<file path="src/rtl/mp2d_pkg.sv">
`timescale 1ns / 1ps

package mp2d_pkg;

   // Geometry limits
   localparam int MAX_WINDOW   = 4;
   localparam int LINE_DEPTH   = 256;
   localparam int MAX_HEIGHT   = 256;
   localparam int MAX_CHANNELS = 1024;

   // Field and register widths
   localparam int PIX_W      = 8;
   localparam int WIN_W      = 3;
   localparam int DIM_W      = 9;
   localparam int CH_W       = 11;
   localparam int ADDR_W     = $clog2(LINE_DEPTH);
   localparam int SLOT_W     = $clog2(MAX_WINDOW);
   localparam int CSR_IDX_W  = 3;
   localparam int CSR_DATA_W = 11;

   // Reciprocal used to test stride alignment without a divider
   localparam int RECIP_SHIFT = 16;
   localparam int RECIP_W     = RECIP_SHIFT + 1;
   localparam int PROD_W      = DIM_W + RECIP_W;
   localparam int BACK_W      = DIM_W + WIN_W;

   // Register reset values
   localparam logic [WIN_W-1:0] RST_WINDOW_SIZE   = 3'd2;
   localparam logic [WIN_W-1:0] RST_STEP_SIZE     = 3'd2;
   localparam logic [DIM_W-1:0] RST_IMAGE_WIDTH   = 9'd128;
   localparam logic [DIM_W-1:0] RST_IMAGE_HEIGHT  = 9'd128;
   localparam logic [CH_W-1:0]  RST_CHANNEL_COUNT = 11'd32;

   typedef logic [PIX_W-1:0] pixel_type;

   // One column of the window: entry i is the pixel i rows above the newest row
   typedef pixel_type [MAX_WINDOW-1:0] column_type;

   typedef enum logic [CSR_IDX_W-1:0] {
      CSR_WINDOW_SIZE   = 3'd0,
      CSR_STEP_SIZE     = 3'd1,
      CSR_IMAGE_WIDTH   = 3'd2,
      CSR_IMAGE_HEIGHT  = 3'd3,
      CSR_CHANNEL_COUNT = 3'd4
   } csr_index_type;

   // Control shared by every cell of the column chain
   typedef struct packed {
      logic             shift;
      logic [WIN_W-1:0] rows;
   } cell_ctrl_type;

   // ceil(2^RECIP_SHIFT / s): floor(x * recip >> RECIP_SHIFT) == floor(x / s) for x < 512
   function automatic logic [RECIP_W-1:0] step_recip(input logic [WIN_W-1:0] s);
      logic [RECIP_W-1:0] r;
      begin
         case (s)
            3'd1:    r = 17'd65536;
            3'd2:    r = 17'd32768;
            3'd3:    r = 17'd21846;
            3'd4:    r = 17'd16384;
            3'd5:    r = 17'd13108;
            3'd6:    r = 17'd10923;
            3'd7:    r = 17'd9363;
            default: r = '0;
         endcase
         return r;
      end
   endfunction

endpackage

</file>
<file path="src/rtl/mp2d_cell.sv">
`timescale 1ns / 1ps

module mp2d_cell (
   input  logic                    clock,
   input  mp2d_pkg::cell_ctrl_type ctrl,
   input  mp2d_pkg::column_type    col_in,
   output mp2d_pkg::column_type    col_out,
   output mp2d_pkg::pixel_type     col_max
);

   mp2d_pkg::column_type col_ff;

   // Take the neighbor's column whenever the chain advances
   always_ff @(posedge clock) begin
      if (ctrl.shift) begin
         col_ff <= col_in;
      end
   end

   assign col_out = col_ff;

   // Maximum over the rows that belong to the window
   always_comb begin
      mp2d_pkg::pixel_type best;
      best = '0;
      for (int i = 0; i < mp2d_pkg::MAX_WINDOW; i++) begin
         if ((mp2d_pkg::WIN_W'(i) < ctrl.rows) && (col_ff[i] > best)) begin
            best = col_ff[i];
         end
      end
      col_max = best;
   end

endmodule
</file>
<file path="config.mk">
export PLATFORM = sky130hd
export DESIGN_NAME = mp2d_cell
export DESIGN_NICKNAME = d
export VERILOG_FILES = /design/src/rtl/mp2d_pkg.sv /design/src/rtl/mp2d_cell.sv
export SDC_FILE = /design/constraint.sdc
export NUM_CORES = 1
export LEC_CHECK = 0
export ABC_AREA = 1
export BUFFER_PORTS_ARGS = -buffer_cell sky130_fd_sc_hd__buf_2
export CAP_MARGIN = 0
export CORE_ASPECT_RATIO = 0.8
export CORE_UTILIZATION = 40
export CTS_CLUSTER_SIZE = 28
export DETAILED_ROUTE_END_ITERATION = 6
export PLACE_DENSITY = 0.77
export SETUP_SLACK_MARGIN = 0.05
export SYNTH_ARGS = -nofsm -noshare
export SYNTH_HDL_FRONTEND = slang
export SYNTH_SLANG_ARGS = --single-unit
</file>
<file path="constraint.sdc">
create_clock -name clock -period 12.55 [get_ports clock]
set_input_delay 2.51 -clock clock [delete_from_list [all_inputs] [get_ports clock]]
set_output_delay 2.51 -clock clock [all_outputs]
set_load 0.01 [all_outputs]
</file>
==> key figures <==
Status
  – Status: completed

Min path
  – Hold Crit Class: in -> reg
  – Hold Crit Start: col_in[12]
  – Hold EP: col_out[12]
  – Hold path cells: 1

Clock network
  – CTS clk-pin slew, worst paths: 0.07 ns
  – Post-CTS setup buffer count: 0
  – Root buf cell: clkbuf_8
  – CTS tree: done
  – H-tree levels: 2
  – CTS Buffer Depth: 2
  – CTS Sinks: 32
  – Post-CTS Hold Buffers: 0
  – Post-cts sizing count: 0
  – Num CTS Buffers: 5

Detailed routing
  – DR iter-0 viols: 90
  – Total Wirelength: 4460 um
  – DR pass1 iterations: 5
  – Vias: 1713
  – Routed Antenna Nets: 0
  – DR vias/cell: 4.81
  – Routed length per instance: 12.5 um
  – Drt drc: 0

Synthesis
  – Ys flop type: edfxtp_1
  – Post-Synthesis Cells: 213
  – Post-synth top area share: 47.2%
  – Most instantiated library cell after synthesis: nand2_1
  – Flip-flop and latch count after synthesis: 32
  – Synth unique cells: 28
  – Syn avg cell area: 9.56 sq um
  – Asr flop ratio synth: 0%
  – Seq/Total Area, Yosys: 47.2%
  – Ranking of synthesized cells by area: edfxtp_1 (47%), ha_1 (14%), nand2_1 (9.4%)
  – Synth Cell Area: 2040 sq um
  – Most instantiated cells after synthesis: nand2_1 (51), edfxtp_1 (32), ha_1 (23), inv_1 (23), nand3_1 (18)
  – Warning count from the yosys run: 0
  – Mapped Nets: 273
  – Cell accounting for the most synthesized area: edfxtp_1
  – Post-synth EDFFs: 32

Placed design
  – IO buf count: 76
  – Routability cong.: 0.818
  – Post-detail-place hpwl: 3620 um

Worst setup path
  – Worst EP arrival: 7.08 ns
  – Worst Path Required: 10.04 ns
  – Slowest stage delay, CP: 0.41 ns
  – Max FO, Critical Path: 16
  – Crit path buf inv count: 5
  – Slowest-stage cell, CP: a221oi_1
  – CP startpoint: ctrl[2]
  – Kind of critical path: in -> out
  – Setup crit end kind: output port
  – Most frequent CP cell: nand2_1
  – Crit start category: input pin
  – Delay-heaviest family, CP: simple AND/OR/NAND/NOR gates

Global route
  – Vias in the first global route: 1625
  – Wire length of the first global-routing pass: 7220 um
  – Remaining Overflow, GRT: 0
  – GRT Overall Usage: 17.9%
  – Initial antenna violation count: 0
  – Largest net degree at the start of global routing: 33

Power
  – PwrDens: 136 nW/um^2
  – Int Power: 0.000221 W
  – Clock network power share: 21.4%
  – Net switching share of the total power: 36.9%
  – P_sw: 0.000129 W
  – Seq pwr share: 38.6%
  – Pwr Total: 0.000350 W
  – VDD IR-drop max: 0.0000768 V
  – P_leak: 1.30 nW
  – Comb pwr share: 40.0%

Floorplan
  – Die Y: 65.8 um
  – Io pins: 77
  – Std cell rows: 22
  – Die area: 5380 sq um
  – Initial Util: 43.0%
  – Die X: 81.8 um
  – Core Region: 4730 sq um

Timing
  – Min Hold Slack: 2.40 ns
  – Hold Fails Final Rpt: 0
  – Tightest Pin Transition: 0.693 ns
  – F_max: 104 MHz
  – Final setup violation count: 0
  – RSZ-0062 raised after global routing: no
  – Tcrit/Tclk final: 76.4%
  – Setup TNS: 0 ns
  – Final Critical Period: 9.59 ns
  – Max-slew headroom: 53.8%
  – Slew Viols, Final: 0

Cells and area
  – Area Overhead vs Synth: 26.2%
  – Number of fill cells in the layout: 430
  – Share of layout cells above drive strength 1: 36.8%
  – N_diodes: 0
  – Max reg flops: 32
  – Final Net Count: 355

Flow run
  – Maxcap violations: 0
==> placed cells by master, fill, tap and decap left out, types with 2 or more instances in the layout <==
| master | synthesis | final |
|---|---|---|
| clkbuf_8 | 0 | 5 |
| o21ai_1 | 6 | 6 |
| edfxtp_1 | 32 | 32 |
| a21oi_1 | 7 | 7 |
| ha_1 | 23 | 23 |
| nand3_1 | 18 | 18 |
| buf_2 | 1 | 76 |
| nor2_1 | 12 | 12 |
| nand2_1 | 51 | 51 |
| nand2_4 | 2 | 2 |
| nand4_1 | 3 | 3 |
| nand2_2 | 15 | 15 |
| a21o_1 | 2 | 2 |
| nand3_2 | 4 | 4 |
| inv_1 | 23 | 23 |
==> through the flow <==
stage	cells	instance area [sq um]	utilization, %	setup WS [ns]
2_1_floorplan	213	2040	-	3.64
3_3_place_gp	348	2490	52.5	3.12
3_5_place_dp	348	2490	52.5	3.00
4_1_cts	356	2570	54.3	2.96
5_1_grt	356	2570	54.3	2.56
6_report	356	2570	54.3	2.96
==> layout make-up <==
class / count / area (sq um) / share of cell area [%]
Tap cell: 60 / 75.1 / 2.92
Clock inverter: 2 / 11.3 / 0.438
Timing Repair Buffer: 76 / 380 / 14.8
Inverter: 25 / 96.3 / 3.75
Multi-Input combinational cell: 155 / 973 / 37.9
Sequential cell: 32 / 961 / 37.4
Clock buffer: 6 / 72.6 / 2.82
==> cell families (layout without fill, tap and decap cells) <==
family                     Yosys count  after routing  share of synthesized area, %
AOI/OAI and AO/OA                   22             22                          6.52
DFF                                 32             32                          47.2
adders and majority gates           23             23                          14.1
and+or+nand+nor                    110            110                          27.2
buffers and inverters               26            109                          4.98
==> power groups by stage <==
stage               logic [W]  clock network (W)  registers [W]
floorplan           0.0000907                  0       0.000140
global placement     0.000136                  0       0.000137
finish               0.000140          0.0000751       0.000135
detailed placement   0.000139                  0       0.000137
global route         0.000160          0.0000820       0.000136
CTS                  0.000140          0.0000778       0.000135
==> routing by layer <==
layer | GRT usage [%] | vias to the layer above | part of all wire (%)
met5 | 0 | - | 0
met4 | 5.48 | 0 | 0.40
met3 | 3.72 | 2 | 6.9
met2 | 27.7 | 63 | 43
met1 | 25.0 | 754 | 50
li1 | - | 894 | -
==> how the worst max path moves through the flow <==
stage / to / slack, ns / depth (start not counted)
6_report: col_max[6] / 2.96 / 31
5_1_grt: col_max[0] / 2.56 / 31
4_1_cts: col_max[7] / 2.96 / 31
3_5_place_dp: col_max[7] / 3.00 / 31
3_3_place_gp: col_max[1] / 3.12 / 31
2_1_floorplan: col_max[1] / 3.64 / 29
Note: power is estimated with default switching activity, not from simulation.
